--- src/hw/rtl/modexp_pkg.sv ---
// Shared types and constants for the modular exponentiation block.
package modexp_pkg;

  // Modulus value loaded by reset (the prime 10^9 + 7).
  localparam logic [31:0] MODULUS_RESET = 32'd1000000007;

  // Status of the exponentiation core as seen by the top level.
  typedef struct packed {
    logic busy;
    logic done;
  } core_stat_t;

endpackage

--- src/hw/rtl/modexp_alu.sv ---
// Shared shift, add and conditional-subtract unit for modular products and division.
module modexp_alu #(
  parameter int MOD_BITS = 30
) (
  input  logic [MOD_BITS-1:0] acc,
  input  logic [MOD_BITS-1:0] addend,
  input  logic [MOD_BITS-1:0] divisor,
  output logic [MOD_BITS-1:0] value,
  output logic                qbit
);

  localparam int SW = MOD_BITS + 2;

  logic [SW-1:0] sum;
  logic [SW-1:0] div_ext;
  logic [SW-1:0] sub1;
  logic [SW-1:0] sub2;

  // Doubling plus addend; below three times the divisor for products and
  // below twice the divisor for division steps.
  assign sum     = {1'b0, acc, 1'b0} + {2'b00, addend};
  assign div_ext = {2'b00, divisor};

  // Two conditional subtractions bring the sum back below the divisor.
  assign qbit  = (sum >= div_ext);
  assign sub1  = qbit ? (sum - div_ext) : sum;
  assign sub2  = (sub1 >= div_ext) ? (sub1 - div_ext) : sub1;
  assign value = sub2[MOD_BITS-1:0];

endmodule

--- src/hw/rtl/modexp_core.sv ---
// Sequencer for base reduction, Euclid inverse and square-and-multiply.
module modexp_core #(
  parameter int EXP_BITS = 64,
  parameter int MOD_BITS = 30
) (
  input  logic                       clk,
  input  logic                       rst_n,
  input  logic                       start,
  input  logic [MOD_BITS-1:0]        base_value,
  input  logic signed [EXP_BITS-1:0] exponent,
  input  logic [MOD_BITS-1:0]        modulus,
  input  logic                       out_free,
  output logic [MOD_BITS-1:0]        result,
  output modexp_pkg::core_stat_t     stat
);

  localparam int CW = $clog2(MOD_BITS);
  localparam int XW = MOD_BITS + 2;
  localparam int QW = MOD_BITS + 3;

  typedef enum logic [2:0] {
    ST_IDLE,
    ST_BASE,
    ST_DIV,
    ST_FIX,
    ST_EXP,
    ST_MUL,
    ST_SQR,
    ST_DONE
  } state_t;

  state_t state_r, state_nxt;
  logic [MOD_BITS-1:0]      acc_r, acc_nxt;
  logic [MOD_BITS-1:0]      mcand_r, mcand_nxt;
  logic [MOD_BITS-1:0]      mplier_r, mplier_nxt;
  logic [CW-1:0]            cnt_r, cnt_nxt;
  logic [MOD_BITS-1:0]      b_r, b_nxt;
  logic [MOD_BITS-1:0]      res_r, res_nxt;
  logic [EXP_BITS-1:0]      mag_r, mag_nxt;
  logic                     neg_r, neg_nxt;
  logic [MOD_BITS-1:0]      r_r, r_nxt;
  logic signed [XW-1:0]     x_r, x_nxt;
  logic signed [XW-1:0]     y_r, y_nxt;
  logic signed [QW-1:0]     qy_r, qy_nxt;

  logic                     op_bit;
  logic [MOD_BITS-1:0]      alu_addend;
  logic [MOD_BITS-1:0]      alu_divisor;
  logic [MOD_BITS-1:0]      alu_value;
  logic                     alu_qbit;
  logic                     cnt_last;
  logic [EXP_BITS-1:0]      exp_u;
  logic [EXP_BITS-1:0]      mag_in;
  logic signed [QW-1:0]     x_ext;
  logic signed [QW-1:0]     y_ext;
  logic signed [QW-1:0]     qy_step;
  logic signed [QW-1:0]     coef_diff;
  logic signed [XW-1:0]     m_ext;
  logic signed [XW-1:0]     x_fix;

  // Operand selection for the shared unit: one multiplier bit per cycle,
  // or one dividend bit per cycle during a Euclid division.
  assign op_bit      = mplier_r[MOD_BITS-1];
  assign alu_addend  = (state_r == ST_DIV) ? MOD_BITS'(op_bit)
                                           : (op_bit ? mcand_r : '0);
  assign alu_divisor = (state_r == ST_DIV) ? r_r : modulus;

  modexp_alu #(
    .MOD_BITS (MOD_BITS)
  ) u_alu (
    .acc     (acc_r),
    .addend  (alu_addend),
    .divisor (alu_divisor),
    .value   (alu_value),
    .qbit    (alu_qbit)
  );

  assign cnt_last = (cnt_r == CW'(MOD_BITS - 1));

  // Magnitude of the signed exponent; the most negative value maps exactly.
  assign exp_u  = exponent;
  assign mag_in = exp_u[EXP_BITS-1] ? (~exp_u + EXP_BITS'(1)) : exp_u;

  // Quotient times coefficient, built up one quotient bit at a time.
  assign x_ext     = QW'(x_r);
  assign y_ext     = QW'(y_r);
  assign qy_step   = (qy_r <<< 1) + (alu_qbit ? y_ext : '0);
  assign coef_diff = x_ext - qy_step;

  // Final coefficient folded into [0, modulus).
  assign m_ext = $signed({2'b00, modulus});
  assign x_fix = (x_r < 0) ? (x_r + m_ext) : ((x_r >= m_ext) ? (x_r - m_ext) : x_r);

  // Next-state logic of the sequencer.
  always_comb begin
    state_nxt  = state_r;
    acc_nxt    = acc_r;
    mcand_nxt  = mcand_r;
    mplier_nxt = mplier_r;
    cnt_nxt    = cnt_r;
    b_nxt      = b_r;
    res_nxt    = res_r;
    mag_nxt    = mag_r;
    neg_nxt    = neg_r;
    r_nxt      = r_r;
    x_nxt      = x_r;
    y_nxt      = y_r;
    qy_nxt     = qy_r;
    case (state_r)
      ST_IDLE: begin
        if (start) begin
          neg_nxt    = exponent[EXP_BITS-1];
          mag_nxt    = mag_in;
          mplier_nxt = base_value;
          mcand_nxt  = MOD_BITS'(1);
          acc_nxt    = '0;
          cnt_nxt    = '0;
          if (modulus < MOD_BITS'(2)) begin
            res_nxt   = '0;
            state_nxt = ST_DONE;
          end else begin
            state_nxt = ST_BASE;
          end
        end
      end
      ST_BASE: begin
        acc_nxt    = alu_value;
        mplier_nxt = mplier_r << 1;
        cnt_nxt    = cnt_r + CW'(1);
        if (cnt_last) begin
          b_nxt   = alu_value;
          res_nxt = MOD_BITS'(1);
          if (neg_r) begin
            r_nxt = alu_value;
            x_nxt = '0;
            y_nxt = XW'(1);
            if (alu_value == '0) begin
              state_nxt = ST_FIX;
            end else begin
              mplier_nxt = modulus;
              acc_nxt    = '0;
              cnt_nxt    = '0;
              qy_nxt     = '0;
              state_nxt  = ST_DIV;
            end
          end else begin
            state_nxt = ST_EXP;
          end
        end
      end
      ST_DIV: begin
        acc_nxt    = alu_value;
        qy_nxt     = qy_step;
        mplier_nxt = mplier_r << 1;
        cnt_nxt    = cnt_r + CW'(1);
        if (cnt_last) begin
          // One Euclid step: remainder becomes the new divisor.
          r_nxt = alu_value;
          x_nxt = y_r;
          y_nxt = coef_diff[XW-1:0];
          if (alu_value == '0) begin
            state_nxt = ST_FIX;
          end else begin
            mplier_nxt = r_r;
            acc_nxt    = '0;
            cnt_nxt    = '0;
            qy_nxt     = '0;
          end
        end
      end
      ST_FIX: begin
        b_nxt     = x_fix[MOD_BITS-1:0];
        state_nxt = ST_EXP;
      end
      ST_EXP: begin
        acc_nxt = '0;
        cnt_nxt = '0;
        if (mag_r == '0) begin
          state_nxt = ST_DONE;
        end else if (mag_r[0]) begin
          mcand_nxt  = b_r;
          mplier_nxt = res_r;
          state_nxt  = ST_MUL;
        end else begin
          mag_nxt    = mag_r >> 1;
          mcand_nxt  = b_r;
          mplier_nxt = b_r;
          state_nxt  = ST_SQR;
        end
      end
      ST_MUL: begin
        acc_nxt    = alu_value;
        mplier_nxt = mplier_r << 1;
        cnt_nxt    = cnt_r + CW'(1);
        if (cnt_last) begin
          res_nxt = alu_value;
          mag_nxt = mag_r >> 1;
          if (mag_r[EXP_BITS-1:1] != '0) begin
            mcand_nxt  = b_r;
            mplier_nxt = b_r;
            acc_nxt    = '0;
            cnt_nxt    = '0;
            state_nxt  = ST_SQR;
          end else begin
            state_nxt = ST_DONE;
          end
        end
      end
      ST_SQR: begin
        acc_nxt    = alu_value;
        mplier_nxt = mplier_r << 1;
        cnt_nxt    = cnt_r + CW'(1);
        if (cnt_last) begin
          b_nxt     = alu_value;
          state_nxt = ST_EXP;
        end
      end
      ST_DONE: begin
        if (out_free) begin
          state_nxt = ST_IDLE;
        end
      end
      default: begin
        state_nxt = ST_IDLE;
      end
    endcase
  end

  // State and datapath registers; only the state is reset.
  always_ff @(posedge clk) begin
    if (!rst_n) begin
      state_r <= ST_IDLE;
    end else begin
      state_r <= state_nxt;
    end
    acc_r    <= acc_nxt;
    mcand_r  <= mcand_nxt;
    mplier_r <= mplier_nxt;
    cnt_r    <= cnt_nxt;
    b_r      <= b_nxt;
    res_r    <= res_nxt;
    mag_r    <= mag_nxt;
    neg_r    <= neg_nxt;
    r_r      <= r_nxt;
    x_r      <= x_nxt;
    y_r      <= y_nxt;
    qy_r     <= qy_nxt;
  end

  assign result    = res_r;
  assign stat.busy = (state_r != ST_IDLE);
  assign stat.done = (state_r == ST_DONE);

endmodule

--- src/hw/rtl/modular_exponentiation.sv ---
// Steps: start, reduction of the base, Euclid divisions and a fix step for a negative
// exponent, then per exponent bit a decision step, a multiply for a set bit and a
// squaring while bits remain, and a finish step that waits for the output register.
// The core holds a single transaction and takes the next only after it has finished.
// Reset (synchronous, active low) clears the sequencer and the output valid and loads
// the modulus with 1000000007.
module modular_exponentiation #(
  parameter int EXP_BITS = 64,
  parameter int MOD_BITS = 30
) (
  input  logic                       clk,
  input  logic                       rst_n,
  input  logic                       in_valid,
  output logic                       in_stall,
  input  logic [MOD_BITS-1:0]        in_base_value,
  input  logic signed [EXP_BITS-1:0] in_exponent,
  output logic                       out_valid,
  input  logic                       out_stall,
  output logic [MOD_BITS-1:0]        out_power_result,
  input  logic                       cfg_wr_en,
  input  logic [MOD_BITS-1:0]        cfg_wr_data
);

  logic [MOD_BITS-1:0]    modulus_r, modulus_nxt;
  logic                   out_valid_r, out_valid_nxt;
  logic [MOD_BITS-1:0]    out_result_r, out_result_nxt;
  logic                   start;
  logic                   out_free;
  logic                   load;
  logic [MOD_BITS-1:0]    core_result;
  modexp_pkg::core_stat_t core_stat;

  // Input transaction is taken only while the core is idle.
  assign in_stall = core_stat.busy;
  assign start    = in_valid & ~in_stall;

  // Output register is free when empty or being drained this cycle.
  assign out_free = ~out_valid_r | ~out_stall;
  assign load     = core_stat.done & out_free;

  modexp_core #(
    .EXP_BITS (EXP_BITS),
    .MOD_BITS (MOD_BITS)
  ) u_core (
    .clk        (clk),
    .rst_n      (rst_n),
    .start      (start),
    .base_value (in_base_value),
    .exponent   (in_exponent),
    .modulus    (modulus_r),
    .out_free   (out_free),
    .result     (core_result),
    .stat       (core_stat)
  );

  // Next values of the configuration and output registers.
  always_comb begin
    modulus_nxt    = cfg_wr_en ? cfg_wr_data : modulus_r;
    out_valid_nxt  = load | (out_valid_r & out_stall);
    out_result_nxt = load ? core_result : out_result_r;
  end

  always_ff @(posedge clk) begin
    if (!rst_n) begin
      modulus_r   <= modexp_pkg::MODULUS_RESET[MOD_BITS-1:0];
      out_valid_r <= 1'b0;
    end else begin
      modulus_r   <= modulus_nxt;
      out_valid_r <= out_valid_nxt;
    end
    out_result_r <= out_result_nxt;
  end

  assign out_valid        = out_valid_r;
  assign out_power_result = out_result_r;

`ifndef SYNTHESIS
  // An accepted transaction keeps the core busy in the following cycle.
  a_busy_after_accept: assert property (@(posedge clk) disable iff (!rst_n)
    start |=> in_stall)
    else $error("core not busy after accepting a transaction");

  // A new result only appears after the core has finished.
  a_result_from_core: assert property (@(posedge clk) disable iff (!rst_n)
    $rose(out_valid_r) |-> $past(core_stat.done))
    else $error("output valid rose without a finished computation");
`endif

endmodule

--- config.mk ---
export PLATFORM = sky130hd
export DESIGN_NAME = modular_exponentiation
export DESIGN_NICKNAME = d
export VERILOG_FILES = /design/src/hw/rtl/modexp_pkg.sv /design/src/hw/rtl/modexp_alu.sv /design/src/hw/rtl/modexp_core.sv /design/src/hw/rtl/modular_exponentiation.sv
export SDC_FILE = /design/constraint.sdc
export NUM_CORES = 1
export LEC_CHECK = 0
export ABC_AREA = 1
export BUFFER_PORTS_ARGS = -buffer_cell sky130_fd_sc_hd__clkbuf_2
export CAP_MARGIN = 20
export CELL_PAD_IN_SITES_DETAIL_PLACEMENT = 0
export CELL_PAD_IN_SITES_GLOBAL_PLACEMENT = 1
export CORE_MARGIN = 8
export CORE_UTILIZATION = 50
export DETAILED_ROUTE_END_ITERATION = 8
export GPL_TIMING_DRIVEN = 0
export PLACE_DENSITY_LB_ADDON = 0.1
export RECOVER_POWER = 50
export SYNTH_ARGS = -nofsm -noshare
export SYNTH_HDL_FRONTEND = slang
export SYNTH_SLANG_ARGS = --single-unit
--- constraint.sdc ---
create_clock -name clk -period 17.5 [get_ports clk]
set_clock_uncertainty 0.05 [all_clocks]
set_input_delay 1.75 -clock clk [delete_from_list [all_inputs] [get_ports clk]]
set_output_delay 1.75 -clock clk [all_outputs]
set_load 0.005 [all_outputs]
---- Word-level counts from Yosys, hierarchy flattened ----
Index checks and enable logic that the tools add are counted.
storage, ports and cells
  register bits ........................... 409
  bits of input ports ..................... 129
  output and inout bits ................... 32
  logic and storage cells ................. 167
operators by class
  $add $sub $neg .......................... 9
  order comparisons ....................... 5
  equal/unequal tests ..................... 22
  multiplexer cells ....................... 83
  bitwise logic cells ..................... 9
  reduce and logical (&&, ||, !) cells .... 22
operators with widths
  cell                                                                           count
  30-bit 2-to-1 mux                                                              33
  30-bit case mux with 6 select lines                                            2
  64-bit 2-to-1 mux                                                              5
  32-bit 2-to-1 mux                                                              8
  64-bit case mux with 3 select lines                                            1
  30-bit case mux with 3 select lines                                            2
  31-bit 2-to-1 mux                                                              5
  32-bit case mux with 2 select lines                                            2
  30-bit case mux with 2 select lines                                            2
  64-bit by 1-bit adder with 64-bit output, second input constant                1
  32-bit by 30-bit >= comparator with 1-bit output                               2
  64-bit zero test                                                               1
  64-bit inverter                                                                1
  63-bit nonzero test                                                            1
  31-bit case mux with 2 select lines                                            1
  30-bit subtractor                                                              2
  5-bit 2-to-1 mux                                                               7
  31-bit by 30-bit adder with 32-bit output                                      1
  32-bit adder                                                                   1
  32-bit by 31-bit >= comparator with 1-bit output                               1
  32-bit by 1-bit less-than comparator with 1-bit output, second input constant  1
  32-bit by 30-bit subtractor with 32-bit output                                 1
  32-bit subtractor                                                              1
  30-bit adder                                                                   1
  27 further kinds                                                               67

---- Logic depth before layout (Yosys ltp) ----
  word-level depth ........................ 12
  depth in mapped cells ................... 66
  gate-level depth less buffers ........... 62

---- By module ----
A second synthesis with hierarchy kept.
unflattened totals
  cell total of the unflattened synthesis .. 4994
  area total of the unflattened synthesis .. 34672.0 um^2
modules (own cells, without submodules)
  module                  times used  cells each  area each (um^2)  seq. area each (um^2)
  modexp_core             1           3554        25967.4           10420.0
  modexp_alu              1           1245        6577.6            0.0
  modular_exponentiation  1           195         2127.0            1521.5

---- Worst setup path before layout ----
Ideal clock, no wire load.
  path type ............................... register -> register
  start point ............................. register u_core.state_r[0]
  end point ............................... register u_core.y_r[31] (data pin)
  setup time .............................. 0.253 ns
  arrival ................................. 8.413 ns
  path slack .............................. 8.785 ns
  cell stages (with the launch flop) ...... 61
  buffers on the path ..................... 5
  clock period less this slack ............ 8.715 ns
  path through ............................ dfxtp_1 > clkbuf_1 > nor2_1 > inv_1 > nor2_1 > inv_2 > nand2_1 > inv_1 > clkbuf_1 > nand2_1 > inv_1 > ha_1 > fa_1 > nand2_1 > nand2_1 > o21ai_1 > o21bai_2 > a21oi_1 > [... 25 more ...] > nand2_1 > a21oi_1 > o21ai_0 > a21boi_0 > o21ai_0 > a21oi_1 > o21ai_0 > xnor2_1 > ha_1 > nand2_1 > nor3_1 > nand2_1 > o311ai_0 > a21oi_1 > xor2_1 > nand2_1 > nand2_1 > nor2_1
on the way
  word-level cells in the longest chain between the ends .. 9
ends and longest elaborated chain
  what                                              RTL line                                                  source
  start: declaration                                modexp_core.sv:32                                         state_t state_r, state_nxt;
  start signal: assignment                          modexp_core.sv:234                                        state_r <= state_nxt;
  3-bit by 2-bit equality test with 1-bit output    modexp_core.sv:64, modexp_core.sv:66, modexp_core.sv:109
  30-bit 2-to-1 mux                                 modexp_core.sv:64                                         assign alu_addend = (state_r == ST_DIV) ? MOD_BITS'(op_bit)
  31-bit by 30-bit adder with 32-bit output         modexp_alu.sv:21                                          assign sum = {1'b0, acc, 1'b0} + {2'b00, addend};
  32-bit by 30-bit >= comparator with 1-bit output  modexp_alu.sv:25                                          assign qbit = (sum >= div_ext);
  32-bit 2-to-1 mux                                 modexp_core.sv:87                                         assign qy_step = (qy_r <<< 1) + (alu_qbit ? y_ext : '0);
  32-bit adder                                      modexp_core.sv:87
  32-bit subtractor                                 modexp_core.sv:88                                         assign coef_diff = x_ext - qy_step;
  32-bit 2-to-1 mux                                 modexp_core.sv:156                                        if (cnt_last) begin
  32-bit case mux with 2 select lines *             modexp_core.sv:109                                        case (state_r)
  end signal: assignment                            modexp_core.sv:246                                        y_r <= y_nxt;
  end: declaration                                  modexp_core.sv:43                                         logic signed [XW-1:0] y_r, y_nxt;
Mark *: on every way between the ends. The rest lies on a longest branch, timed or not. The select of a mux whose other input is x is not followed.
A chain may end at the register's enable or synchronous reset.

---- Worst setup path after layout ----
  start point ............................. register u_core.state_r[1]
  end point ............................... register u_core.qy_r[3] (enable)
on the way
  word-level cells in the longest chain between the ends .. 10
ends and longest elaborated chain
  what                                                                                                                RTL line                                                  source
  3-bit by 2-bit equality test with 1-bit output                                                                      modexp_core.sv:64, modexp_core.sv:66, modexp_core.sv:109
  30-bit 2-to-1 mux                                                                                                   modexp_core.sv:64
  31-bit by 30-bit adder with 32-bit output                                                                           modexp_alu.sv:21
  32-bit by 30-bit subtractor with 32-bit output or 32-bit by 30-bit >= comparator with 1-bit output (tied branches)  modexp_alu.sv:26, modexp_alu.sv:25
  32-bit 2-to-1 mux                                                                                                   modexp_alu.sv:26                                          assign sub1 = qbit ? (sum - div_ext) : sum;
  30-bit subtractor or 32-bit by 30-bit >= comparator with 1-bit output (tied branches)                               modexp_alu.sv:27                                          assign sub2 = (sub1 >= div_ext) ? (sub1 - div_ext) : sub1;
  30-bit 2-to-1 mux                                                                                                   modexp_alu.sv:27
  30-bit zero test                                                                                                    modexp_core.sv:137                                        if (alu_value == '0) begin
  2-bit inequality test (no line)                                                                                     n/a
  4-bit AND reduction (no line) *                                                                                     n/a
  end signal: assignment                                                                                              modexp_core.sv:247                                        qy_r <= qy_nxt;
  end: declaration                                                                                                    modexp_core.sv:44                                         logic signed [QW-1:0] qy_r, qy_nxt;
Mark *: on every way between the ends. The rest lies on a longest branch, timed or not.

==> flow_metrics.tcl <==
set metrics [dict create \
    status "complete, but fails checks" \
    violations "max-capacitance violations, max-slew violations" \
    path_clk_slew_ps 60 \
    hold_class "reg2reg" \
    tightest_slew_ps 2830 \
    drv_slew 199 \
    synth.mux.area_fraction_pct 0.0314 \
    ys.flop_type "edfxtp_1" \
    dpl.hpwl_um 98000 \
    drc 0 \
    yosysUniqueCellTypes 63 \
    yosys.area_share.simple_pct 22.9 \
    syn_area_um2 31800 \
    coreArea_um2 63000 \
    synth_area_leaders "edfxtp_1 (35%), nand2_1 (9.3%), ha_1 (8.3%), inv_1 (6.7%), a21oi_1 (6.5%)" \
    cts_tree "yes" \
    syn_inst 4241 \
    cpPeakStageDelay_ps 760 \
    dr.pass1.iters 6 \
    ant_nets 0 \
    die_area_um2 72000 \
    die_w_um 268 \
    rr_endpoint "u_core.qy_r[3]$_SDFFCE_PP0P_" \
    setup_tns_ps 0 \
    via_per_inst 5.76 \
    drt_iter0_markers 3496 \
    reg2reg_slack_ps 4160 \
    synth_xor_area_share_pct 3.88 \
    ys_ff_latch 409 \
    area_delta_synth_final_pct 11.0 \
    synth_top_cell_area_share_pct 35.4 \
    root_buffer "clkbuf_16" \
    min_path_cells 0 \
    portBuffers 159 \
    yosys_warnings 0 \
    final_util_pct 56.1 \
    yosysSeqAreaShare_pct 37.5 \
    finalHoldViolations 0 \
    rsz0062_at_grt "no" \
    synth-compound-area-share_pct 17.9 \
    dp_cells 5256 \
    worstSetupPathType "reg2reg" \
    yosysMostFrequentCell "nand2_1" \
    synth_top_family_by_area "simple AND/OR/NAND/NOR gates" \
    grt_start_max_net_pins 36 \
    fillers 6280 \
    synth_common_cells "nand2_1 (790), inv_1 (568), nor2_1 (537), a21oi_1 (414), edfxtp_1 (375)" \
    fin_nets 4807 \
    cp_max_fo 31 \
    arrival_ps 13500 \
    cts_sinks 409 \
    grt_usage_pct 32.6 \
    period_share_pct 76.3 \
    clock_latency_ps 620 \
    maxSlewHeadroom_pct -89.1 \
    maxCapViolCount 8 \
    wl_um 120000 \
    min_period_ps 13340 \
    r2r_start "u_core.state_r[1]$_SDFFE_PN0P_" \
    crit_slowest_cell "o21a_2" \
    num_vias 30800 \
    antenna_found_initial 4 \
    synth.largest_area_cell "edfxtp_1" \
    io_pins 161 \
    final_layout_size_suffix_gt1_share_pct 6.18 \
    crit_required_ps 17660 \
    syn-num-nets 4589 \
    start_kind "flip-flop" \
    start_util_pct 50.6 \
    synth_fa_ha_area_share_pct 8.77 \
    hold_buffers 0 \
    setup_viol 0 \
    gp_congestion 0.981 \
    die_h_um 268 \
    end_kind "flip-flop" \
    grt_pass1_wl_um 178000 \
    r2r_cells 58 \
    routedWlPerCell_um 22.5 \
    grt_overflow 0 \
    fin_cells 5345 \
    holdPathEnd "out_power_result[24]$_DFFE_PP_" \
    hold_path.startpoint "u_core.result[24]$_DFFE_PP_" \
    cts_resized 0 \
    post-cts-setup-buffer-count 0 \
    async_flop_share_pct 0 \
    crit_top_cell "nand2_1" \
    syn_area_per_cell_um2 7.51 \
    rows 92 \
    synth-edff-count 375 \
    grt_pass1_vias 29800 \
    cts_max_level 2 \
    fmax_mhz 74.9 \
    cts_buffer_depth 3 \
    cts-buffers-inserted 47 \
]
## stage by stage
step	hold WS [ps]	instance area (um^2)	worst slack, ps
detailed placement	386	34000	4610
floorplan	377	31800	8780
CTS	401	35500	4570
global placement	385	33700	4010
global route	406	35300	3630
finish	398	35300	4160
## cell type report
type	instances	area (um^2)	share of cell area, %
diodes	3	7.51	0.0213
plain buffers	158	698	1.98
clock buffers	57	1310	3.70
clock inverters	29	231	0.655
inverters	580	2180	6.16
multi-input cells	3094	17000	48.2
flip-flops and latches	409	11900	33.8
well taps	846	1060	3.00
repair buffers	169	885	2.50
## layout by cell type (no fill, tap or decap), types with 10 or more instances in the layout
| cell | n |
|---|---|
| o21bai_1 | 25 |
| a21o_1 | 24 |
| clkbuf_1 | 159 |
| clkbuf_16 | 50 |
| o21ai_0 | 244 |
| a221oi_1 | 31 |
| dfxtp_1 | 34 |
| xor2_1 | 88 |
| xnor2_1 | 53 |
| nand2_1 | 790 |
| buf_2 | 15 |
| o211ai_1 | 24 |
| a21oi_1 | 414 |
| clkinv_2 | 10 |
| clkbuf_2 | 130 |
| inv_1 | 569 |
| nor2_1 | 537 |
| ha_1 | 212 |
| o22ai_1 | 28 |
| edfxtp_1 | 375 |
| a31oi_1 | 60 |
| nand4_1 | 70 |
| nand3_1 | 203 |
| clkinv_1 | 11 |
| o21ai_1 | 33 |
| nor3_1 | 55 |
| o21a_1 | 59 |
| nor4_1 | 45 |
## how the worst max path moves through the flow
stage,from,to,depth (start not counted)
6_report,u_core.state_r[1]$_SDFFE_PN0P_,u_core.qy_r[3]$_SDFFCE_PP0P_,58
5_1_grt,u_core.state_r[1]$_SDFFE_PN0P_,u_core.qy_r[3]$_SDFFCE_PP0P_,59
4_1_cts,u_core.state_r[1]$_SDFFE_PN0P_,u_core.qy_r[3]$_SDFFCE_PP0P_,58
3_5_place_dp,u_core.state_r[1]$_SDFFE_PN0P_,u_core.qy_r[0]$_SDFFCE_PP0P_,59
3_3_place_gp,u_core.state_r[1]$_SDFFE_PN0P_,u_core.qy_r[0]$_SDFFCE_PP0P_,58
2_1_floorplan,u_core.state_r[0]$_SDFFE_PN0P_,u_core.y_r[31]$_SDFFCE_PP0P_,60
## cell families (layout without fill, tap and decap cells)
logic type / after synthesis / count (layout)
muxes: 1 / 1
AOI/OAI and AO/OA: 992 / 992
xor gates and xnor gates: 141 / 141
adders and majority gates: 219 / 219
and+or+nand+nor: 1741 / 1741
DFF: 409 / 409
buffers and inverters: 738 / 993
other: 0 / 3
## registers in the layout, indices dropped and copies added (netlist names)
| signal | count |
|---|---|
| u_core.result | 30 |
| u_core.y_r | 32 |
| u_core.x_r | 32 |
| u_core.mcand_r | 30 |
| u_core.qy_r | 31 |
| u_core.mplier_r | 30 |
| u_core.b_r | 30 |
| u_core.r_r | 30 |
| u_core.cnt_r | 5 |
| modulus_r | 30 |
| out_power_result | 30 |
| u_core.neg_r | 1 |
| u_core.state_r | 3 |
| u_core.acc_r | 30 |
| u_core.mag_r | 64 |
| out_valid | 1 |
## worst max-delay path: cells and delay by family, from the launching register on
| kind | cells | cell delay (ps) |
|---|---|---|
| AO/OA/AOI/OAI | 8 | 2760 |
| XOR/XNOR | 1 | 260 |
| adder cells (fa/ha/maj) | 4 | 1400 |
| buffers and inverters | 13 | 2630 |
| flip-flops | 1 | 430 |
| AND/OR/NAND/NOR | 32 | 5330 |
## per-layer routing
layer	routed length (um)	track usage, %	vias up
met5	13	0	-
met2	54100	53.1	1306
met1	50800	43.2	14300
met4	5410	13.4	2
met3	9840	4.85	213
li1	-	-	14900
Power is left out: the tool's default activity adds up to more than one toggle a clock period on the data nets, which glitch-free logic cannot reach.
